[src/rtl/integer_range_list_matcher_macros.svh]
// ----------------------------------------------------------------------------
// integer_range_list_matcher_macros.svh
// Assertion macros shared by the range list matcher RTL.
// ----------------------------------------------------------------------------
`ifndef INTEGER_RANGE_LIST_MATCHER_MACROS_SVH
`define INTEGER_RANGE_LIST_MATCHER_MACROS_SVH

`ifndef SYNTHESIS

// Checks that cond implies prop in the same cycle.
`define IRLM_ASSERT_SAME(label, clk, rst_n, cond, prop, msg) \
    label: assert property (@(posedge clk) disable iff (!rst_n) (cond) |-> (prop)) \
        else $error(msg);

// Checks that cond implies prop in the next cycle.
`define IRLM_ASSERT_NEXT(label, clk, rst_n, cond, prop, msg) \
    label: assert property (@(posedge clk) disable iff (!rst_n) (cond) |=> (prop)) \
        else $error(msg);

`else

`define IRLM_ASSERT_SAME(label, clk, rst_n, cond, prop, msg)
`define IRLM_ASSERT_NEXT(label, clk, rst_n, cond, prop, msg)

`endif

`endif

[src/rtl/irlm_pkg.sv]
// ----------------------------------------------------------------------------
// irlm_pkg
// Types, codes and helper functions of the integer range list matcher.
// ----------------------------------------------------------------------------
`timescale 1ns / 1ps
`default_nettype none

package irlm_pkg;

    localparam int MAX_RANGES_DEF = 16;

    // Request kinds.
    localparam logic [1:0] REQ_CHAR  = 2'd0;
    localparam logic [1:0] REQ_ADD   = 2'd1;
    localparam logic [1:0] REQ_QUERY = 2'd2;

    // Outcome of a range that was closed or added.
    localparam logic [1:0] STAT_NONE     = 2'd0;
    localparam logic [1:0] STAT_ADDED    = 2'd1;
    localparam logic [1:0] STAT_REJECTED = 2'd2;
    localparam logic [1:0] STAT_FULL     = 2'd3;

    localparam logic [7:0] CHAR_COMMA = 8'h2C;
    localparam logic [7:0] CHAR_DASH  = 8'h2D;
    localparam logic [7:0] CHAR_PLUS  = 8'h2B;
    localparam logic [7:0] CHAR_SPACE = 8'h20;
    localparam logic [7:0] CHAR_TAB   = 8'h09;
    localparam logic [7:0] CHAR_CR    = 8'h0D;
    localparam logic [7:0] CHAR_ZERO  = 8'h30;
    localparam logic [7:0] CHAR_NINE  = 8'h39;
    localparam logic [7:0] CHAR_LOW_X = 8'h78;
    localparam logic [7:0] CHAR_UP_X  = 8'h58;

    typedef enum logic [2:0] {
        PH_START,
        PH_SIGN,
        PH_ZERO,
        PH_HEXPFX,
        PH_DIGITS,
        PH_DONE
    } number_phase_t;

    typedef enum logic [1:0] {
        BASE_DEC,
        BASE_OCT,
        BASE_HEX
    } number_base_t;

    typedef enum logic {
        ST_IDLE,
        ST_SCAN
    } scan_state_t;

    typedef struct packed {
        logic [1:0]         req_type;
        logic [7:0]         char_code;
        logic               last_char;
        logic signed [31:0] range_low;
        logic signed [31:0] range_high;
        logic signed [31:0] query_id;
    } req_t;

    typedef struct packed {
        logic       matched;
        logic [1:0] add_status;
        logic [4:0] ranges_held;
    } res_t;

    typedef struct packed {
        logic signed [31:0] low;
        logic signed [31:0] high;
    } range_entry_t;

    // Returns {valid, value} for a hexadecimal digit character.
    function automatic logic [4:0] hex_digit(input logic [7:0] c);
        logic [4:0] r;
        r = 5'd0;
        if (c >= 8'h30 && c <= 8'h39) begin
            r = {1'b1, 4'(c - 8'h30)};
        end else if (c >= 8'h61 && c <= 8'h66) begin
            r = {1'b1, 4'(c - 8'h57)};
        end else if (c >= 8'h41 && c <= 8'h46) begin
            r = {1'b1, 4'(c - 8'h37)};
        end
        return r;
    endfunction

    // Returns {valid, value} of c read as a digit in the given base.
    function automatic logic [4:0] base_digit(input logic [7:0] c, input number_base_t b);
        logic [4:0] h;
        logic [4:0] r;
        h = hex_digit(c);
        r = h;
        unique case (b)
            BASE_OCT: r[4] = h[4] && (h[3:0] < 4'd8);
            BASE_DEC: r[4] = h[4] && (h[3:0] < 4'd10);
            default:  r[4] = h[4];
        endcase
        return r;
    endfunction

endpackage

`default_nettype wire

[src/rtl/integer_range_list_matcher.sv]
// A text character or a direct add gives its result in the cycle after acceptance.
// A match query scans one stored range per cycle through the range memory read port
// and stops at the first hit or the last stored range; on an empty table it does not scan.
// One character or add is taken per cycle while idle; busy stays high while a query scans.
// Reset (rst_n, asynchronous) empties the table and the text reader; memory is not cleared.
// The receiver cannot stall: each result is shown for one cycle with done high.
// ----------------------------------------------------------------------------
// integer_range_list_matcher
// Range table fed by range list text or direct adds, with membership queries.
// ----------------------------------------------------------------------------
`timescale 1ns / 1ps
`default_nettype none

`include "integer_range_list_matcher_macros.svh"

module integer_range_list_matcher #(
    parameter int MAX_RANGES = irlm_pkg::MAX_RANGES_DEF
) (
    input  wire logic          clk,
    input  wire logic          rst_n,
    input  wire logic          start,
    input  wire irlm_pkg::req_t req,
    output logic               busy,
    output logic               done,
    output irlm_pkg::res_t     result
);

    localparam int IDX_W = (MAX_RANGES > 1) ? $clog2(MAX_RANGES) : 1;
    localparam int CNT_W = $clog2(MAX_RANGES + 1);

    // Range memory, one entry per stored range.
    irlm_pkg::range_entry_t mem [MAX_RANGES];
    irlm_pkg::range_entry_t rd_data_reg;
    logic [IDX_W-1:0]       rd_addr;
    logic                   wr_en;

    irlm_pkg::scan_state_t   state_reg, state_next;
    logic [CNT_W-1:0]        used_reg, used_next;
    logic [IDX_W-1:0]        ptr_reg, ptr_next;
    logic signed [31:0]      query_reg, query_next;
    logic [31:0]             first_reg, first_next;
    logic                    slot_reg, slot_next;
    logic                    nonempty_reg, nonempty_next;
    irlm_pkg::number_phase_t phase_reg, phase_next;
    irlm_pkg::number_base_t  base_reg, base_next;
    logic [31:0]             value_reg, value_next;
    logic                    done_reg, done_next;
    irlm_pkg::res_t          result_reg, result_next;

    logic              accept;
    logic              blank;
    logic              first_char;
    logic [4:0]        dig;
    logic [4:0]        hdig;
    logic [35:0]       scaled;
    logic [35:0]       acc;
    logic              store_req;
    logic signed [31:0] store_lo;
    logic signed [31:0] store_hi;
    logic [1:0]        status;
    logic              hit;
    logic              scan_last;
    logic [4:0]        held_ext;

    assign accept = start && !busy;
    assign busy   = (state_reg == irlm_pkg::ST_SCAN);
    assign done   = done_reg;
    assign result = result_reg;

    assign blank = (req.char_code == irlm_pkg::CHAR_SPACE) ||
                   (req.char_code >= irlm_pkg::CHAR_TAB && req.char_code <= irlm_pkg::CHAR_CR);
    assign dig   = irlm_pkg::base_digit(req.char_code, base_reg);
    assign hdig  = irlm_pkg::hex_digit(req.char_code);

    // Next digit step of the number being read; overflow saturates the value at all ones.
    always_comb
    begin
        unique case (base_reg)
            irlm_pkg::BASE_HEX: scaled = {value_reg, 4'b0000};
            irlm_pkg::BASE_OCT: scaled = {1'b0, value_reg, 3'b000};
            default:            scaled = {1'b0, value_reg, 3'b000} + {3'b000, value_reg, 1'b0};
        endcase
        acc = scaled + {32'd0, dig[3:0]};
    end

    assign hit = (query_reg >= rd_data_reg.low) && (rd_data_reg.high >= query_reg);
    assign scan_last = ((CNT_W'(ptr_reg) + CNT_W'(1)) == used_reg);

    always_comb
    begin
        state_next    = state_reg;
        used_next     = used_reg;
        ptr_next      = ptr_reg;
        query_next    = query_reg;
        first_next    = first_reg;
        slot_next     = slot_reg;
        nonempty_next = nonempty_reg;
        phase_next    = phase_reg;
        base_next     = base_reg;
        value_next    = value_reg;
        done_next     = 1'b0;
        result_next   = result_reg;
        store_req     = 1'b0;
        store_lo      = 32'sd0;
        store_hi      = 32'sd0;
        status        = irlm_pkg::STAT_NONE;
        first_char    = 1'b0;
        wr_en         = 1'b0;
        rd_addr       = '0;

        unique case (state_reg)
            irlm_pkg::ST_IDLE:
            begin
                if (accept) begin
                    done_next = 1'b1;
                    case (req.req_type)
                        irlm_pkg::REQ_CHAR:
                        begin
                            if (req.char_code == irlm_pkg::CHAR_COMMA) begin
                                if (nonempty_reg) begin
                                    store_req = 1'b1;
                                    store_hi  = $signed(value_reg);
                                    store_lo  = slot_reg ? $signed(first_reg)
                                                         : $signed(value_reg);
                                    slot_next = 1'b0;
                                end
                            end else if (req.char_code == irlm_pkg::CHAR_DASH) begin
                                if (nonempty_reg && !slot_reg) begin
                                    first_next = value_reg;
                                    slot_next  = 1'b1;
                                end
                            end else begin
                                nonempty_next = 1'b1;
                                case (phase_reg)
                                    irlm_pkg::PH_START:
                                    begin
                                        if (!blank) begin
                                            if (req.char_code == irlm_pkg::CHAR_PLUS) begin
                                                phase_next = irlm_pkg::PH_SIGN;
                                            end else begin
                                                first_char = 1'b1;
                                            end
                                        end
                                    end
                                    irlm_pkg::PH_SIGN:
                                    begin
                                        first_char = 1'b1;
                                    end
                                    irlm_pkg::PH_ZERO:
                                    begin
                                        if (req.char_code == irlm_pkg::CHAR_LOW_X ||
                                            req.char_code == irlm_pkg::CHAR_UP_X) begin
                                            phase_next = irlm_pkg::PH_HEXPFX;
                                        end else if (hdig[4] && hdig[3:0] < 4'd8) begin
                                            base_next  = irlm_pkg::BASE_OCT;
                                            value_next = {28'd0, hdig[3:0]};
                                            phase_next = irlm_pkg::PH_DIGITS;
                                        end else begin
                                            phase_next = irlm_pkg::PH_DONE;
                                        end
                                    end
                                    irlm_pkg::PH_HEXPFX:
                                    begin
                                        if (hdig[4]) begin
                                            base_next  = irlm_pkg::BASE_HEX;
                                            value_next = {28'd0, hdig[3:0]};
                                            phase_next = irlm_pkg::PH_DIGITS;
                                        end else begin
                                            phase_next = irlm_pkg::PH_DONE;
                                        end
                                    end
                                    irlm_pkg::PH_DIGITS:
                                    begin
                                        if (dig[4]) begin
                                            value_next = (acc[35:32] != 4'd0) ? 32'hFFFF_FFFF
                                                                                : acc[31:0];
                                        end else begin
                                            phase_next = irlm_pkg::PH_DONE;
                                        end
                                    end
                                    default:
                                    begin
                                    end
                                endcase

                                // First significant character of a number.
                                if (first_char) begin
                                    if (req.char_code == irlm_pkg::CHAR_ZERO) begin
                                        phase_next = irlm_pkg::PH_ZERO;
                                    end else if (req.char_code > irlm_pkg::CHAR_ZERO &&
                                                 req.char_code <= irlm_pkg::CHAR_NINE) begin
                                        base_next  = irlm_pkg::BASE_DEC;
                                        value_next = {28'd0, hdig[3:0]};
                                        phase_next = irlm_pkg::PH_DIGITS;
                                    end else begin
                                        phase_next = irlm_pkg::PH_DONE;
                                    end
                                end

                                if (req.last_char) begin
                                    store_req = 1'b1;
                                    store_hi  = $signed(value_next);
                                    store_lo  = slot_reg ? $signed(first_reg)
                                                         : $signed(value_next);
                                end
                            end

                            // Delimiters and the end of the text clear the token.
                            if (req.char_code == irlm_pkg::CHAR_COMMA ||
                                req.char_code == irlm_pkg::CHAR_DASH || req.last_char) begin
                                nonempty_next = 1'b0;
                                phase_next    = irlm_pkg::PH_START;
                                base_next     = irlm_pkg::BASE_DEC;
                                value_next    = 32'd0;
                            end
                            if (req.last_char) begin
                                slot_next = 1'b0;
                            end
                        end
                        irlm_pkg::REQ_ADD:
                        begin
                            store_req = 1'b1;
                            store_lo  = req.range_low;
                            store_hi  = req.range_high;
                        end
                        irlm_pkg::REQ_QUERY:
                        begin
                            query_next = req.query_id;
                            ptr_next   = '0;
                            if (used_reg != '0) begin
                                done_next  = 1'b0;
                                state_next = irlm_pkg::ST_SCAN;
                            end
                        end
                        default:
                        begin
                        end
                    endcase

                    if (store_req) begin
                        if (store_hi < store_lo) begin
                            status = irlm_pkg::STAT_REJECTED;
                        end else if (used_reg == CNT_W'(MAX_RANGES)) begin
                            status = irlm_pkg::STAT_FULL;
                        end else begin
                            status    = irlm_pkg::STAT_ADDED;
                            wr_en     = 1'b1;
                            used_next = used_reg + CNT_W'(1);
                        end
                    end

                    result_next.matched     = 1'b0;
                    result_next.add_status  = status;
                    result_next.ranges_held = held_ext;
                end
            end
            irlm_pkg::ST_SCAN:
            begin
                // Read data belongs to ptr_reg; the next entry is fetched meanwhile.
                rd_addr = ptr_reg + IDX_W'(1);
                if (hit || scan_last) begin
                    done_next               = 1'b1;
                    state_next              = irlm_pkg::ST_IDLE;
                    result_next.matched     = hit;
                    result_next.add_status  = irlm_pkg::STAT_NONE;
                    result_next.ranges_held = held_ext;
                end else begin
                    ptr_next = ptr_reg + IDX_W'(1);
                end
            end
            default:
            begin
                state_next = irlm_pkg::ST_IDLE;
            end
        endcase
    end

    assign held_ext = 5'(used_next);

    always_ff @(posedge clk)
    begin
        if (wr_en) begin
            mem[used_reg[IDX_W-1:0]] <= '{low: store_lo, high: store_hi};
        end
        rd_data_reg <= mem[rd_addr];
    end

    always_ff @(posedge clk or negedge rst_n)
    begin
        if (!rst_n) begin
            state_reg    <= irlm_pkg::ST_IDLE;
            used_reg     <= '0;
            first_reg    <= 32'd0;
            slot_reg     <= 1'b0;
            nonempty_reg <= 1'b0;
            phase_reg    <= irlm_pkg::PH_START;
            base_reg     <= irlm_pkg::BASE_DEC;
            value_reg    <= 32'd0;
            done_reg     <= 1'b0;
        end else begin
            state_reg    <= state_next;
            used_reg     <= used_next;
            first_reg    <= first_next;
            slot_reg     <= slot_next;
            nonempty_reg <= nonempty_next;
            phase_reg    <= phase_next;
            base_reg     <= base_next;
            value_reg    <= value_next;
            done_reg     <= done_next;
        end
    end

    always_ff @(posedge clk)
    begin
        ptr_reg    <= ptr_next;
        query_reg  <= query_next;
        result_reg <= result_next;
    end

    `IRLM_ASSERT_SAME(a_no_result_while_scanning, clk, rst_n, state_reg == irlm_pkg::ST_SCAN, !done_reg, "result strobe during a scan")
    `IRLM_ASSERT_SAME(a_count_in_range, clk, rst_n, 1'b1, used_reg <= CNT_W'(MAX_RANGES), "range count beyond table size")
    `IRLM_ASSERT_NEXT(a_query_progress, clk, rst_n, accept && req.req_type == irlm_pkg::REQ_QUERY, busy || done_reg, "query neither scanned nor answered")
    `IRLM_ASSERT_SAME(a_scan_inside_table, clk, rst_n, state_reg == irlm_pkg::ST_SCAN, CNT_W'(ptr_reg) < used_reg, "scan pointer past stored ranges")

endmodule

`default_nettype wire

[config.mk]
export PLATFORM = sky130hd
export DESIGN_NAME = integer_range_list_matcher
export DESIGN_NICKNAME = d
export VERILOG_FILES = /design/src/rtl/irlm_pkg.sv /design/src/rtl/integer_range_list_matcher.sv
export VERILOG_INCLUDE_DIRS = /design/src /design/src/rtl
export SDC_FILE = /design/constraint.sdc
export NUM_CORES = 2
export LEC_CHECK = 0
export BUFFER_PORTS_ARGS = -buffer_cell sky130_fd_sc_hd__buf_2
export CORE_ASPECT_RATIO = 0.5
export CORE_MARGIN = 5
export CORE_UTILIZATION = 40
export CTS_CLUSTER_SIZE = 12
export DETAILED_ROUTE_END_ITERATION = 10
export GPL_ROUTABILITY_DRIVEN = 0
export PLACE_DENSITY = 0.55
export SLEW_MARGIN = 0
export SYNTH_ARGS = -nofsm -noshare
export SYNTH_HDL_FRONTEND = slang
export SYNTH_SLANG_ARGS = --single-unit
[constraint.sdc]
create_clock -name clk -period 14.1 [get_ports clk]
set_input_delay 1.41 -clock clk [delete_from_list [all_inputs] [get_ports clk]]
set_output_delay 1.41 -clock clk [all_outputs]
set_load 0.01 [all_outputs]
### Yosys cells after proc, flatten, opt, wreduce, memory -nomap -nowiden

Memory sizes are Yosys's and may differ from the RTL's. A register that Yosys moved wholly into a read port is not among the register bits.
Index checks and enable logic that the tools add are counted.

* bits in latches: 0
* word-level logic and storage cells: 214
* memory bits (read-only): 0
* bits in writable memories: 1024
* memories kept: 1
* input port bits: 110
* output and inout bits: 10
* flip-flop bits (word level): 122

* muxes and demuxes: 116
* order comparisons: 14
* reductions and logical operators: 32
* multiply operators: 0
* $add $sub $neg: 8
* shift operators: 0
* div/mod/pow operators: 0
* eq/ne operators: 27
* bitwise gates (word level): 2

Memories
* mem: depth 16, width 64, read ports 1, clocked after memory_dff 1, write ports 1, line integer_range_list_matcher.sv:32 `irlm_pkg::range_entry_t mem [MAX_RANGES];`

Operators with widths (count)
* two-way mux 32 bit: 29
* one-hot mux 32 bit (2 select lines): 2
* one-hot mux 32 bit (3 select lines): 1
* one-hot mux 36 bit (2 select lines): 1
* greater-or-equal comparator 32 bit: 2
* equality test 8 x 6 -> 1 bit, second input constant: 5
* two-way mux 5 bit: 8
* two-way mux 1 bit: 39
* adder 35 x 33 -> 36 bit: 1
* adder 36 x 4 -> 36 bit: 1
* less-than comparator 32 bit: 1
* two-way mux 3 bit: 9
* two-way mux 2 bit: 12
* equality test 8 x 7 -> 1 bit, second input constant: 2
* greater-or-equal comparator 8 x 7 -> 1 bit, second input constant: 2
* <= comparator 8 x 7 -> 1 bit, second input constant: 2
* two-way mux 4 bit: 4
* two-way mux 8 bit: 2
* one-hot mux 8 bit (2 select lines): 1
* inequality test 4 bit, second input constant: 3
* one-hot mux 3 bit (4 select lines): 1
* AND reduction 6 bit: 2
* logical AND 1 bit: 10
* one-hot mux 1 bit (2 select lines): 5
* 36 further kinds: 54

### Longest topological paths before layout

* depth in word-level cells: 27
* depth in mapped cells: 38
* gate-level depth less buffers: 33

### Worst setup path before layout

No wires, ideal clock.

* path kind: input to register
* start: in req[100] (netlist bit)
* end: mem mem[3][0] (netlist bit) (enable)
* setup slack: -1003 ps
* path buffers: 3
* cell stages on the path: 33
* arrival: 14437 ps
* data required time: 13434 ps
* library setup time: 666 ps
* path through: clkbuf_1 -> nor4b_1 -> o21ai_1 -> or4_1 -> a21oi_1 -> nor2_1 -> ha_1 -> a21oi_1 -> a211oi_1 -> nand2_1 -> a2111oi_0 -> and2_1 -> inv_1 -> nor4_1 -> mux2_2 -> a211oi_2 -> buf_2 -> a21oi_1 -> a222oi_1 -> inv_1 -> ha_1 -> nand4_1 -> nor4_1 -> inv_1 -> o211ai_1 -> a21oi_1 -> mux2i_1 -> nand4_1 -> nand2b_1 -> o41a_1 -> nand3_1 -> buf_2 -> nor4b_1

* longest elaborated chain between the ends: 27
* elaborated cells on any way between the ends: 78
* those cells by class: add/sub: 4; order compare: 12; eq/ne: 7; mux: 45; reduce/logical: 10

RTL lines
* start, declared: line integer_range_list_matcher.sv:22 `input wire irlm_pkg::req_t req,`
* greater-or-equal comparator 8 x 7 -> 1 bit / <= comparator 8 x 7 -> 1 bit (equally long branches): line irlm_pkg.sv:82 `end else if (c >= 8'h41 && c <= 8'h46) begin`
* logical AND 1 bit: line irlm_pkg.sv:82
* two-way mux 5 bit: line irlm_pkg.sv:82
* two-way mux 5 bit: line irlm_pkg.sv:80 `end else if (c >= 8'h61 && c <= 8'h66) begin`
* two-way mux 5 bit: line irlm_pkg.sv:78 `if (c >= 8'h30 && c <= 8'h39) begin`
* adder 36 x 4 -> 36 bit, or another cell as far along: line integer_range_list_matcher.sv:83 `acc = scaled + {32'd0, dig[3:0]};`
* nonzero test 4 bit, or another cell as far along: line integer_range_list_matcher.sv:175 `value_next = (acc[35:32] != 4'd0) ? 32'hFFFF_FFFF`
* two-way mux 32 bit, or another cell as far along: line integer_range_list_matcher.sv:175
* (+11 left out)
* two-way mux 32 bit: line integer_range_list_matcher.sv:111 `unique case (state_reg)`
* less-than comparator 32 bit: line integer_range_list_matcher.sv:241 `if (store_hi < store_lo) begin`
* two-way mux 1 bit: line integer_range_list_matcher.sv:241
* two-way mux 1 bit *: line integer_range_list_matcher.sv:240 `if (store_req) begin`
* two-way mux 1 bit *: line integer_range_list_matcher.sv:114 `if (accept) begin`
* two-way mux 1 bit *: line integer_range_list_matcher.sv:111
* two-way mux 1 bit *: line integer_range_list_matcher.sv:282 `if (wr_en) begin`
* two-way mux 1 bit (not written as such) *: line integer_range_list_matcher.sv:283 `mem[used_reg[IDX_W-1:0]] <= '{low: store_lo, high: store_hi};`
* end, declared: line integer_range_list_matcher.sv:32

Every way passes the cells marked *; elsewhere a longest branch is shown, timed or not. The select of a mux whose other input is x is not followed.

### Worst setup path in the final report

* start: in req[98] (netlist bit)
* end: mem mem[2][8] (netlist bit) (enable)

The elaborated chain is that of the path after synthesis.

==> results.cfg <==
[clock_tree]
cts_tree = built
cts_setup_buffers = 0
htree_levels = 3
clock_sinks = 1210
clk_pin_slew_ns = 0.06
ctsRootBufferMaster = clkbuf_16
ctsHoldBuffers = 0
cts.repair.resized = 0
cts_inserted_buffers = 114
clock_latency_ns = 0.73
clockBufferDepth = 3

[setup_path]
cpMostUsedCell = a21oi_1
r2r_end = mem[2][8]$_DFFE_PP_
cp.required_ns = 14.50
worstReg2RegStart = base_reg[1]$_DFFE_PN0P_
critPathLaunchType = input port
critPathMaxFanout = 49
cp_data_arrival_time_ns = 11.90
critPathMaxStageDelay_ns = 0.94
startpoint = req[98]
ff2ff_path_depth = 32
r2r_setup_slack_ns = 3.03
critical_path_class = input port to register
crit_path_end_kind = register
cp_slowest_cell = and3_4

[route]
vias_per_cell = 5.92
wirelength_um = 164000
drtAntennaViolNets = 0
drt_first_pass_iters = 8
wire_per_inst_um = 27.4
drt-initial-drc-count = 3928
drc = 0
dr_total_vias = 35500

[timing]
drv_slew = 0
fmax_mhz = 87.0
finalSetupViolations = 0
relSlewSlack_pct = 16.8
fin_crit_ns = 11.50
hold_viol = 0
worstMarginPinSlew_ns = 1.25
skew_ns = 0.0376
fin_crit_sh_pct = 81.5
rsz0062_at_grt = false
setup_tns_ns = 0

[placed_design]
place.port_buffers = 119
hpwl_um = 103000

[grt]
grt_first_pass_wirelength_um = 241000
grt_max_degree = 149
overflow = 0
grt_usage_pct = 22.2
grt_pass1_vias = 34900
antenna_found_initial = 10

[worst_hold_path]
hp-start = first_reg[10]$_DFFE_PN0P_
hold_depth = 1
hold_class = register to register
min_to = first_reg[10]$_DFFE_PN0P_

[die]
die_w_um = 533
initial_core_util_pct = 40.5
ios = 120
die_h_um = 271
rows = 95
die_area_um2 = 145000
design.core.area_um2 = 135000

[yosys]
yosys_warnings = 0
synth_nets = 4280
yosysTopAreaCell = edfxtp_1
synthTopCellsByCount = 1,068 x edfxtp_1, 408 x nand2_1, 264 x mux2i_1
synth.most_common_cell = edfxtp_1
syn_area_um2 = 54700
netlist.area_leader.share_pct = 58.6
ys_seq_elements = 1210
synth_seq_area_share_pct = 64.6
avgSynthCellArea_um2 = 13.6
synthTopCellsByArea = edfxtp_1 59%, mux2i_1 4.8%, dfrtp_1 3.6%
synth_edf_count = 1068
async_reset_ff_share_pct = 6.45
syn_inst = 4027
yosys_most_used_dff = edfxtp_1
yosysUniqueCellTypes = 97

[status]
status = finished, final reports clean

[power]
powerDensity_nw_per_um2 = 168
vdd_ir_drop_max_uv = 218
p_leak_nw = 21.8
total_power_w = 0.0103

[finish]
fin_nets = 4353
area_growth_pct = 11.6
drive_gt1_share_pct = 13.1
largest_reg_flops = 1024
antenna_cells = 0
fillers = 12000

[flow_run]
max_cap_viol_count = 0
## metrics by stage
stage               utilization [%]  hold slack (ns)  worst slack [ns]  cells  instance area, um^2
floorplan                         -            0.472              1.36   4027                54700
global placement               42.6            0.490              2.26   5778                57600
detailed placement             42.6            0.496              2.07   5778                57600
CTS                            45.2            0.509              2.79   5995                61100
global route                   45.2            0.525              1.87   5995                61100
finish                         45.2            0.508              2.60   5995                61100
## logic make-up after synthesis
| family | after synthesis | synth area share [%] |
|---|---|---|
| flip-flops | 1210 | 64.6 |
| AND/OR/NAND/NOR | 954 | 8.36 |
| XOR/XNOR | 44 | 0.705 |
| AO/OA/AOI/OAI | 945 | 12.3 |
| buffers and inverters | 366 | 2.58 |
| multiplexers | 365 | 8.24 |
| adder cells (fa/ha/maj) | 143 | 3.30 |
## power breakdown
group | switching, W | internal (W) | total (W)
combinational | 0.00200 | 0.00108 | 0.00308
sequential | 0.000128 | 0.00410 | 0.00423
clock | 0.00134 | 0.00163 | 0.00297
## routing by layer
layer | global-route usage [%] | wire length [um] | vias up
met1 | 32.0 | 73700 | 18100
met3 | 3.74 | 11600 | 240
met5 | 0 | 17 | -
met4 | 4.97 | 3800 | 2
li1 | - | - | 15800
met2 | 35.3 | 74900 | 1418
## critical path, delay by kind of cell
kind / cells / cell delay [ns]
adders and majority gates: 3 / 0.92
AOI/OAI and AO/OA: 12 / 3.12
and+or+nand+nor: 12 / 4.48
muxes: 2 / 0.66
buffers and inverters: 6 / 1.19
## worst max path at each step
stage,end,slack (ns),depth (start not counted)
3_3_place_gp,mem[2][63]$_DFFE_PP_,2.26,35
6_report,mem[2][8]$_DFFE_PP_,2.60,35
2_1_floorplan,mem[13][0]$_DFFE_PP_,1.36,33
4_1_cts,mem[2][24]$_DFFE_PP_,2.79,35
5_1_grt,mem[2][10]$_DFFE_PP_,1.87,35
3_5_place_dp,mem[2][43]$_DFFE_PP_,2.07,35
## area by class of cell
cell class                      count  area [um^2]  area share, %
Clock buffer                      203         3250           5.32
Clock inverter                     14          245          0.402
Inverter                          113          432          0.707
Multi-Input combinational cell   2451        18200           29.9
Sequential cell                  1210        35300           57.8
Tap cell                         1794         2240           3.68
Timing Repair Buffer              210         1330           2.18
## cells in the final DEF (no fill, tap or decap), types with 109 or more instances in the layout
cell type,netlist,final
a211oi_1,200,200
mux2i_1,264,264
edfxtp_1,1068,1068
buf_2,15,118
nand2_1,408,406
inv_1,111,109
ha_1,141,140
a21oi_1,176,165
clkbuf_16,0,116
nor2_1,160,137
nor2b_1,157,146
Note: power is estimated with default switching activity, not from simulation.
